File: src/hw/rtl/crcbsc_pkg.sv
// Shared types and constants for the bit-serial CRC codec.
`timescale 1ns / 1ps
`default_nettype none

package crcbsc_pkg;

    // Field and bus widths
    localparam int DEG_W = 6;
    localparam int TAPS_W = 32;
    localparam int APB_DW = 32;
    localparam int APB_AW = 3;

    localparam logic [DEG_W-1:0] DEGREE_RESET = 6'd16;
    localparam logic [TAPS_W-1:0] TAPS_RESET = 32'h0000_1021;

    // Register index, taken from paddr[2]
    localparam logic REG_DEGREE = 1'b0;
    localparam logic REG_TAPS = 1'b1;

    // Item kind
    localparam logic KIND_ENCODE = 1'b0;
    localparam logic KIND_CHECK = 1'b1;

    // Control broadcast to every cell of the remainder chain
    typedef struct packed {
        logic en;     // update the cells this cycle
        logic clear;  // load zero instead of the computed value
        logic fb;     // feedback, xored into tapped cells
    } t_cell_ctrl;

endpackage

`default_nettype wire

File: src/hw/rtl/crcbsc_cell.sv
// One remainder bit of the CRC chain: shift from neighbor, xor tap on feedback.
`timescale 1ns / 1ps
`default_nettype none

module crcbsc_cell (
    input  wire                     i_clk,
    input  wire                     i_rst_n,
    input  crcbsc_pkg::t_cell_ctrl  i_ctrl,
    input  wire                     i_prev,
    input  wire                     i_tap,
    input  wire                     i_active,
    output logic                    o_bit,
    output logic                    o_next
);

    logic r_bit;

    // Cells at or above the degree always load zero
    assign o_next = i_active & (i_prev ^ (i_ctrl.fb & i_tap));
    assign o_bit = r_bit;

    always_ff @(posedge i_clk) begin
        if (!i_rst_n) begin
            r_bit <= 1'b0;
        end else if (i_ctrl.en) begin
            r_bit <= i_ctrl.clear ? 1'b0 : o_next;
        end
    end

endmodule

`default_nettype wire

File: src/hw/rtl/crcbsc_chain.sv
// Row of remainder cells with the top-bit select and next-remainder zero test.
`timescale 1ns / 1ps
`default_nettype none

module crcbsc_chain #(
    parameter int MAX_DEGREE = 32
) (
    input  wire                                  i_clk,
    input  wire                                  i_rst_n,
    input  crcbsc_pkg::t_cell_ctrl               i_ctrl,
    input  wire                                  i_din,
    input  wire [crcbsc_pkg::DEG_W-1:0]          i_degree,
    input  wire [crcbsc_pkg::TAPS_W-1:0]         i_taps,
    output logic                                 o_top,
    output logic                                 o_next_zero
);

    localparam int IDX_W = (MAX_DEGREE > 1) ? $clog2(MAX_DEGREE) : 1;

    logic [MAX_DEGREE-1:0] w_bits;
    logic [MAX_DEGREE-1:0] w_next;
    logic [IDX_W-1:0]      w_top_idx;

    genvar k;
    generate
        for (k = 0; k < MAX_DEGREE; k++) begin : g_cell
            logic w_prev;
            logic w_tap;

            if (k == 0) begin : g_first
                assign w_prev = i_din;
            end else begin : g_rest
                assign w_prev = w_bits[k-1];
            end

            if (k < crcbsc_pkg::TAPS_W) begin : g_tap
                assign w_tap = i_taps[k];
            end else begin : g_notap
                assign w_tap = 1'b0;
            end

            crcbsc_cell u_cell (
                .i_clk    (i_clk),
                .i_rst_n  (i_rst_n),
                .i_ctrl   (i_ctrl),
                .i_prev   (w_prev),
                .i_tap    (w_tap),
                .i_active (i_degree > crcbsc_pkg::DEG_W'(k)),
                .o_bit    (w_bits[k]),
                .o_next   (w_next[k])
            );
        end
    endgenerate

    // i_degree is already clamped to 1..MAX_DEGREE
    assign w_top_idx = IDX_W'(i_degree - 6'd1);
    assign o_top = w_bits[w_top_idx];
    assign o_next_zero = ~|w_next;

endmodule

`default_nettype wire

File: src/hw/rtl/crc_bit_serial_codec_top.sv
// Top level of the bit-serial CRC codec: config port, chain control, output register.
// A result is held in the output register from the cycle after its input transfer.
// Throughput: one input bit per cycle, if the output is free and no drain runs; the
// chain does one shift-and-xor per bit. An encode frame's last bit then shifts the
// remainder out, one CRC bit per cycle while the output is free, degree bits in all.
// Reset (synchronous, active low): degree 16, taps 0x1021, remainder zero, no result held.
`timescale 1ns / 1ps
`default_nettype none

module crc_bit_serial_codec_top #(
    parameter int MAX_DEGREE = 32
) (
    input  wire                                  i_clk,
    input  wire                                  i_rst_n,
    // APB-style configuration port
    input  wire                                  psel,
    input  wire                                  penable,
    input  wire                                  pwrite,
    input  wire [crcbsc_pkg::APB_AW-1:0]         paddr,
    input  wire [crcbsc_pkg::APB_DW-1:0]         pwdata,
    output logic [crcbsc_pkg::APB_DW-1:0]        prdata,
    output logic                                 pready,
    // input bit channel
    input  wire                                  i_in_valid,
    output logic                                 o_in_ready,
    input  wire                                  i_kind,
    input  wire                                  i_data_bit,
    input  wire                                  i_last,
    // result channel
    output logic                                 o_out_valid,
    input  wire                                  i_out_ready,
    output logic                                 o_code_bit,
    output logic                                 o_is_check_result,
    output logic                                 o_crc_ok,
    output logic                                 o_last_out
);

    localparam int CNT_W = $clog2(MAX_DEGREE + 1);

    // configuration
    logic [crcbsc_pkg::DEG_W-1:0]  r_degree;
    logic [crcbsc_pkg::TAPS_W-1:0] r_taps;
    logic [crcbsc_pkg::DEG_W-1:0]  w_deg_eff;
    logic                          w_reg_idx;
    logic                          w_cfg_wr;

    // control and output register
    crcbsc_pkg::t_cell_ctrl w_ctrl;
    logic                   w_din;
    logic                   w_top;
    logic                   w_next_zero;
    logic                   w_out_free;
    logic                   w_draining;
    logic                   w_acc;
    logic                   w_drain_step;

    logic [CNT_W-1:0] r_drain_cnt, n_drain_cnt;
    logic             r_out_valid, n_out_valid;
    logic             r_code_bit, n_code_bit;
    logic             r_is_chk, n_is_chk;
    logic             r_crc_ok, n_crc_ok;
    logic             r_last_out, n_last_out;

    // ---------------- configuration port ----------------
    assign pready = 1'b1;
    assign w_reg_idx = paddr[2];
    assign w_cfg_wr = psel & penable & pwrite & pready;

    always_ff @(posedge i_clk) begin
        if (!i_rst_n) begin
            r_degree <= crcbsc_pkg::DEGREE_RESET;
            r_taps <= crcbsc_pkg::TAPS_RESET;
        end else if (w_cfg_wr) begin
            case (w_reg_idx)
                crcbsc_pkg::REG_DEGREE: r_degree <= pwdata[crcbsc_pkg::DEG_W-1:0];
                crcbsc_pkg::REG_TAPS:   r_taps <= pwdata[crcbsc_pkg::TAPS_W-1:0];
                default: ;
            endcase
        end
    end

    always_comb begin
        case (w_reg_idx)
            crcbsc_pkg::REG_DEGREE:
                prdata = {{(crcbsc_pkg::APB_DW - crcbsc_pkg::DEG_W){1'b0}}, r_degree};
            crcbsc_pkg::REG_TAPS:
                prdata = r_taps;
            default:
                prdata = '0;
        endcase
    end

    // degree 0 acts as 1, above the chain length acts as the chain length
    always_comb begin
        if (r_degree == '0) begin
            w_deg_eff = 6'd1;
        end else if (r_degree > crcbsc_pkg::DEG_W'(MAX_DEGREE)) begin
            w_deg_eff = crcbsc_pkg::DEG_W'(MAX_DEGREE);
        end else begin
            w_deg_eff = r_degree;
        end
    end

    // ---------------- handshake ----------------
    assign w_out_free = !r_out_valid || i_out_ready;
    assign w_draining = (r_drain_cnt != '0);
    assign o_in_ready = !w_draining && w_out_free;
    assign w_acc = i_in_valid && o_in_ready;
    assign w_drain_step = w_draining && w_out_free;

    // ---------------- chain control ----------------
    always_comb begin
        w_ctrl = '0;
        w_din = 1'b0;
        if (w_acc) begin
            w_ctrl.en = 1'b1;
            if (i_kind == crcbsc_pkg::KIND_ENCODE) begin
                // dividing message * x^degree: input joins the feedback
                w_ctrl.fb = w_top ^ i_data_bit;
            end else begin
                w_ctrl.fb = w_top;
                w_din = i_data_bit;
                w_ctrl.clear = i_last;
            end
        end else if (w_drain_step) begin
            // plain shift toward the top, zero fills from below
            w_ctrl.en = 1'b1;
        end
    end

    crcbsc_chain #(
        .MAX_DEGREE (MAX_DEGREE)
    ) u_chain (
        .i_clk       (i_clk),
        .i_rst_n     (i_rst_n),
        .i_ctrl      (w_ctrl),
        .i_din       (w_din),
        .i_degree    (w_deg_eff),
        .i_taps      (r_taps),
        .o_top       (w_top),
        .o_next_zero (w_next_zero)
    );

    // ---------------- output register ----------------
    always_comb begin
        n_out_valid = r_out_valid && !i_out_ready;
        n_code_bit = r_code_bit;
        n_is_chk = r_is_chk;
        n_crc_ok = r_crc_ok;
        n_last_out = r_last_out;
        n_drain_cnt = r_drain_cnt;
        if (w_acc) begin
            if (i_kind == crcbsc_pkg::KIND_ENCODE) begin
                n_out_valid = 1'b1;
                n_code_bit = i_data_bit;
                n_is_chk = 1'b0;
                n_crc_ok = 1'b0;
                n_last_out = 1'b0;
                if (i_last) begin
                    n_drain_cnt = CNT_W'(w_deg_eff);
                end
            end else if (i_last) begin
                n_out_valid = 1'b1;
                n_code_bit = 1'b0;
                n_is_chk = 1'b1;
                n_crc_ok = w_next_zero;
                n_last_out = 1'b1;
            end
        end else if (w_drain_step) begin
            n_out_valid = 1'b1;
            n_code_bit = w_top;
            n_is_chk = 1'b0;
            n_crc_ok = 1'b0;
            n_last_out = (r_drain_cnt == CNT_W'(1));
            n_drain_cnt = r_drain_cnt - CNT_W'(1);
        end
    end

    always_ff @(posedge i_clk) begin
        if (!i_rst_n) begin
            r_out_valid <= 1'b0;
            r_drain_cnt <= '0;
        end else begin
            r_out_valid <= n_out_valid;
            r_drain_cnt <= n_drain_cnt;
        end
    end

    always_ff @(posedge i_clk) begin
        r_code_bit <= n_code_bit;
        r_is_chk <= n_is_chk;
        r_crc_ok <= n_crc_ok;
        r_last_out <= n_last_out;
    end

    assign o_out_valid = r_out_valid;
    assign o_code_bit = r_code_bit;
    assign o_is_check_result = r_is_chk;
    assign o_crc_ok = r_crc_ok;
    assign o_last_out = r_last_out;

    // ---------------- assertions ----------------
    a_drain_bound: assert property (@(posedge i_clk) disable iff (!i_rst_n)
        r_drain_cnt <= CNT_W'(MAX_DEGREE))
        else $error("drain count above chain length");

    a_drain_load: assert property (@(posedge i_clk) disable iff (!i_rst_n)
        w_acc && (i_kind == crcbsc_pkg::KIND_ENCODE) && i_last
        |=> (r_drain_cnt == $past(CNT_W'(w_deg_eff))) && r_out_valid)
        else $error("encode frame end did not start the CRC drain");

    a_check_verdict: assert property (@(posedge i_clk) disable iff (!i_rst_n)
        w_acc && (i_kind == crcbsc_pkg::KIND_CHECK) && i_last
        |=> r_out_valid && r_is_chk && r_last_out)
        else $error("check frame end gave no verdict");

    a_encode_end: assert property (@(posedge i_clk) disable iff (!i_rst_n)
        r_out_valid && r_last_out && !r_is_chk |-> !w_draining)
        else $error("final CRC bit shown while drain still running");

endmodule

`default_nettype wire
File: config.mk
export PLATFORM = sky130hd
export DESIGN_NAME = crc_bit_serial_codec_top
export DESIGN_NICKNAME = d
export VERILOG_FILES = /design/src/hw/rtl/crcbsc_pkg.sv /design/src/hw/rtl/crcbsc_cell.sv /design/src/hw/rtl/crcbsc_chain.sv /design/src/hw/rtl/crc_bit_serial_codec_top.sv
export SDC_FILE = /design/constraint.sdc
export NUM_CORES = 1
export LEC_CHECK = 0
export BUFFER_PORTS_ARGS = -buffer_cell sky130_fd_sc_hd__buf_2
export CAP_MARGIN = 20
export CORE_ASPECT_RATIO = 0.6
export CORE_UTILIZATION = 45
export CTS_BUF_LIST = sky130_fd_sc_hd__clkbuf_8 sky130_fd_sc_hd__clkbuf_16
export DETAILED_ROUTE_END_ITERATION = 6
export GPL_TIMING_DRIVEN = 0
export HOLD_SLACK_MARGIN = 0.02
export PLACE_DENSITY = 0.66
export SLEW_MARGIN = 40
export SYNTH_ARGS = -nofsm -noshare
export SYNTH_HDL_FRONTEND = slang
export SYNTH_SLANG_ARGS = --single-unit
File: constraint.sdc
create_clock -name i_clk -period 5.35 [get_ports i_clk]
set_input_delay 0.535 -clock i_clk [delete_from_list [all_inputs] [get_ports i_clk]]
set_output_delay 0.535 -clock i_clk [all_outputs]
set_load 0.01 [all_outputs]
==> results <==
- The run finished with clean final reports.
- The setup slack after layout is 0.271 ns.
- Counting instances in the post-synthesis netlist gives the leading cell types as sky130_fd_sc_hd__nand2_1, sky130_fd_sc_hd__dfxtp_1, sky130_fd_sc_hd__nand3_1.
- The worst hold path belongs to the class input pin to flip-flop.
- The total vias in the final route is roughly 5700.
- The multiplexer share of the synthesized area is 9.87%.
- The register-to-register setup slack is 0.27 ns.
- The number of placed instances with taps included is around 930.
- The worst hold path was traced through 3 stages.
- The TritonCTS clock tree is done.
- The synthesized netlist devotes between 20% and 30% of its cell area to simple gates.
- The most repeated cell in the gate-level netlist after synthesis is sky130_fd_sc_hd__nand2_1.
- The count of unique library cells instantiated by Yosys is 62.
- The die is 86.9 µm tall.
- Ranked by total cell area, the synthesized netlist is headed by sky130_fd_sc_hd__dfxtp_1, sky130_fd_sc_hd__nand2_1, sky130_fd_sc_hd__mux2i_1, sky130_fd_sc_hd__a21boi_0, sky130_fd_sc_hd__and2_1.
- Once detailed placement completed, the half-perimeter wirelength came to 16.1 mm.
- The floorplan step defined a die boundary enclosing roughly 12000 µm².
- The routed length per placed instance is 21.8 µm.
- The fmax is 197 MHz.
- The synthesized netlist devotes between 20% and 30% of its cell area to compound gates.
- During synthesis, Yosys emitted a total of 0 warnings.
- The worst setup path is captured at a flip-flop.
- Before antenna repair, the detailed router went through 6 iterations.
- Timing analysis after detailed placement gives a worst setup slack of -0.199 ns.
- Global routing finished with a remaining overflow of 0.
- In the synthesized netlist, the number of instances is 695.
- The transition time at the pin with the least slew margin is 0.843 ns.
- Clock-pin slew was measured on the worst setup and hold paths at roughly 0.07 ns.
- The worst-case clock skew is about 0.0073 ns.
- Of all nets on the critical path, the largest fanout is 12.
- For the finished layout, the period the worst path requires is 5.08 ns.
- The average cell area after synthesis is 7.77 µm².
- The number of global-route vias before repair was 5063.
- The number of buffers inserted by port buffering is 78.
- For this run, design rule violations remaining after detail routing come to 0.
- The final net count is 835.
- The number of I/O pins is 84.
- By area, the combinational part of the netlist is dominated by simple AND/OR/NAND/NOR gates.
- The number of cell rows is 30.
- In this run the biggest area consumer among cell types represents 28.5% of the synthesized area.
- The sequential-to-total area share from yosys stat is 30.8%.
- For this run, the share of the core covered by cells in the final layout is a little under three fifths.
- The global-route total usage across every layer is 34.6%.
- The initial detailed-routing violation count is approximately 650.
- The number of hold violations in the final report is 0.
- Max-cap violations in this run came to 0.
- The root buffer cell chosen for the clock tree is sky130_fd_sc_hd__clkbuf_16.
- Summed over all cells, the static leakage comes to 2.58 nW.
- The xor and xnor fraction of the mapped netlist area is 2.90%.
- The share of async-settable or async-resettable flops after synthesis is 0%.
- The max-slew violation count was 0.
- The first global-routing pass estimated 30.9 mm of wire.
- Once layout is done, the placed cells without fillers occupy between 6000 and 7000 µm².
- The number of setup violations in the final report is 0.
- The H-tree was split into 3 levels.
- The number of enable flip-flop cells after synthesis is 4.
- The via density per instance is approximately 6.0.
- The pin count of the biggest net entering global routing is 15.
- The antenna diode instance count is 0.
- Counting flops and latches in the post-synthesis netlist gives 81.
- Among all flip-flop cells after synthesis, the most frequent one is sky130_fd_sc_hd__dfxtp_1.
- After Yosys synthesis, full adders, half adders and majority gates account for around 1.4% of the synthesized area.
- The final layout contains routed wiring with a total length of roughly 21 mm.
- The share of cells above drive strength 1 is 16.1%.
- The width of the die is between 100 and 150 µm.
- Across all hold checks on the routed design, the worst slack comes to approximately 0.42 ns.
- The worst register-to-register path has a depth of 17.
- Setup repair after global routing left no endpoint under its margin.
- Summed over all instances, the cell type with the most area after synthesis is sky130_fd_sc_hd__dfxtp_1.
- The area overhead of the layout relative to synthesis is 17.0%.
- The cell area reported after detailed placement is 5990 µm².
- Once the floorplan was initialized, standard cells occupied 47.0% of the core.
- At the end of routability-driven placement, the weighted congestion stood at 1.01.
- The worst max-slew margin expressed relative to the limit is 43.6%.
- Data arrives at the worst endpoint at 5.19 ns.
- The startpoint type of the worst setup path is a flip-flop.
- After layout, the worst path uses 94.9% of the clock period.
- Counting the buffers created by CTS gives 9.
- The net count after synthesis is about 750.
- The critical path is of the flip-flop to flip-flop type.
- The count of clock tree sinks is 81.
- The clock passes through at most 2 buffers.
- The clock latency on the worst-skew pair is 0.35 ns.
- The synthesized netlist occupies a cell area of ~5400 µm².
- VDD sags by at most 0.266 mV.
- The initial antenna violation count came to 0.
- The power density normalized to cell area is 335 nW/µm².
- The placeable core region is 11500 µm².
- The count of nets left with antenna violations once routing finished came out at 0.
- The final non-filler cell total is 949.
- At the worst endpoint, the required time is 5.47 ns.
where the power goes:
| part | switching, W | leakage [nW] | internal (W) |
|---|---|---|---|
| Clock | 0.000278 | 0.141 | 0.000361 |
| Combinational | 0.000553 | 1.77 | 0.000216 |
| Sequential | 0.0000399 | 0.666 | 0.000665 |
| Total | 0.000871 | 2.58 | 0.00124 |
logic make-up after synthesis:
kind of cell	after synthesis
AOI/OAI and AO/OA	165
xor gates and xnor gates	17
adders and majority gates	6
buffers and inverters	66
DFF	81
muxes	46
other	1
and+or+nand+nor	313
final timing paths:
kind	start	endpoint
hold reg to reg	r_taps[9]	r_taps[9]
hold / removal	pwdata[12]	r_taps[12]
setup / recovery	r_degree[1]	o_crc_ok
setup reg to reg	r_degree[1]	o_crc_ok
placed cells by master (no fill, tap or decap), drive strengths merged, types with 28 or more instances in the layout:
cell type and n:
clkbuf 45, dfxtp 77, a21boi 37, buf 93
a21oi 45, mux2i 37, and2 37, nor2b 28
nand3 46, nand2 119, nor2 35
stage by stage:
stage,total power [W],TNS (ns)
after floorplan,0.00117,0
after global placement,0.00143,-0.212
after detailed placement,0.00145,-0.199
after CTS,0.00208,0
after global routing,0.00220,0
final,0.00211,0
layout make-up:
class	instances	area (µm²)
inverter	15	56.3
clock buffer	9	225
clock inverter	7	70.1
fill	1141	5170
multi-input combinational	548	3480
tap	160	200
sequential	81	1660
timing repair buffer	79	398
buffer	50	229
flip-flops by register name (all words and copies together), names as in the netlist:
register / cells
o_out_valid: 1
o_code_bit: 1
r_taps: 32
r_degree: 6
r_drain_cnt: 6
o_last_out: 1
o_is_check_result: 1
u_chain.g_cell.u_cell.o_bit: 32
o_crc_ok: 1
worst max-delay path, stage by stage, from the launching register on:
cell	delay [ns]
sky130_fd_sc_hd__dfxtp_1	0.30
sky130_fd_sc_hd__buf_2	0.25
sky130_fd_sc_hd__nor4_4	0.09
sky130_fd_sc_hd__o21ai_4	0.16
sky130_fd_sc_hd__buf_4	0.29
sky130_fd_sc_hd__ha_2	0.40
sky130_fd_sc_hd__xor2_4	0.34
sky130_fd_sc_hd__mux4_2	0.39
sky130_fd_sc_hd__and2_1	0.18
sky130_fd_sc_hd__o32ai_1	0.20
sky130_fd_sc_hd__or3_1	0.20
sky130_fd_sc_hd__buf_6	0.20
sky130_fd_sc_hd__mux2i_4	0.41
sky130_fd_sc_hd__buf_6	0.23
sky130_fd_sc_hd__a21oi_1	0.10
sky130_fd_sc_hd__a211oi_1	0.45
sky130_fd_sc_hd__nand4_1	0.23
sky130_fd_sc_hd__nor4_2	0.44
layer usage:
metal  part of all wire (%)  vias up  GRT usage [%]  wire, µm
met5                      0        -              0         0
met4                    1.1        0           6.48       227
met3                     13       24           9.57      2660
met2                     39      345           48.3      8130
met1                     47     2685           52.3      9660
li1                       -     2608              -         -
repair_timing:
item / 4_1_cts / 5_1_grt
buffers inserted: 0 / 1
endpoints found under the setup margin: 1 / 1
resized for setup: 2 / 2
pin swaps: 0 / 1
hold buffers: 0 / 0
(Power assumes the default switching activity.)
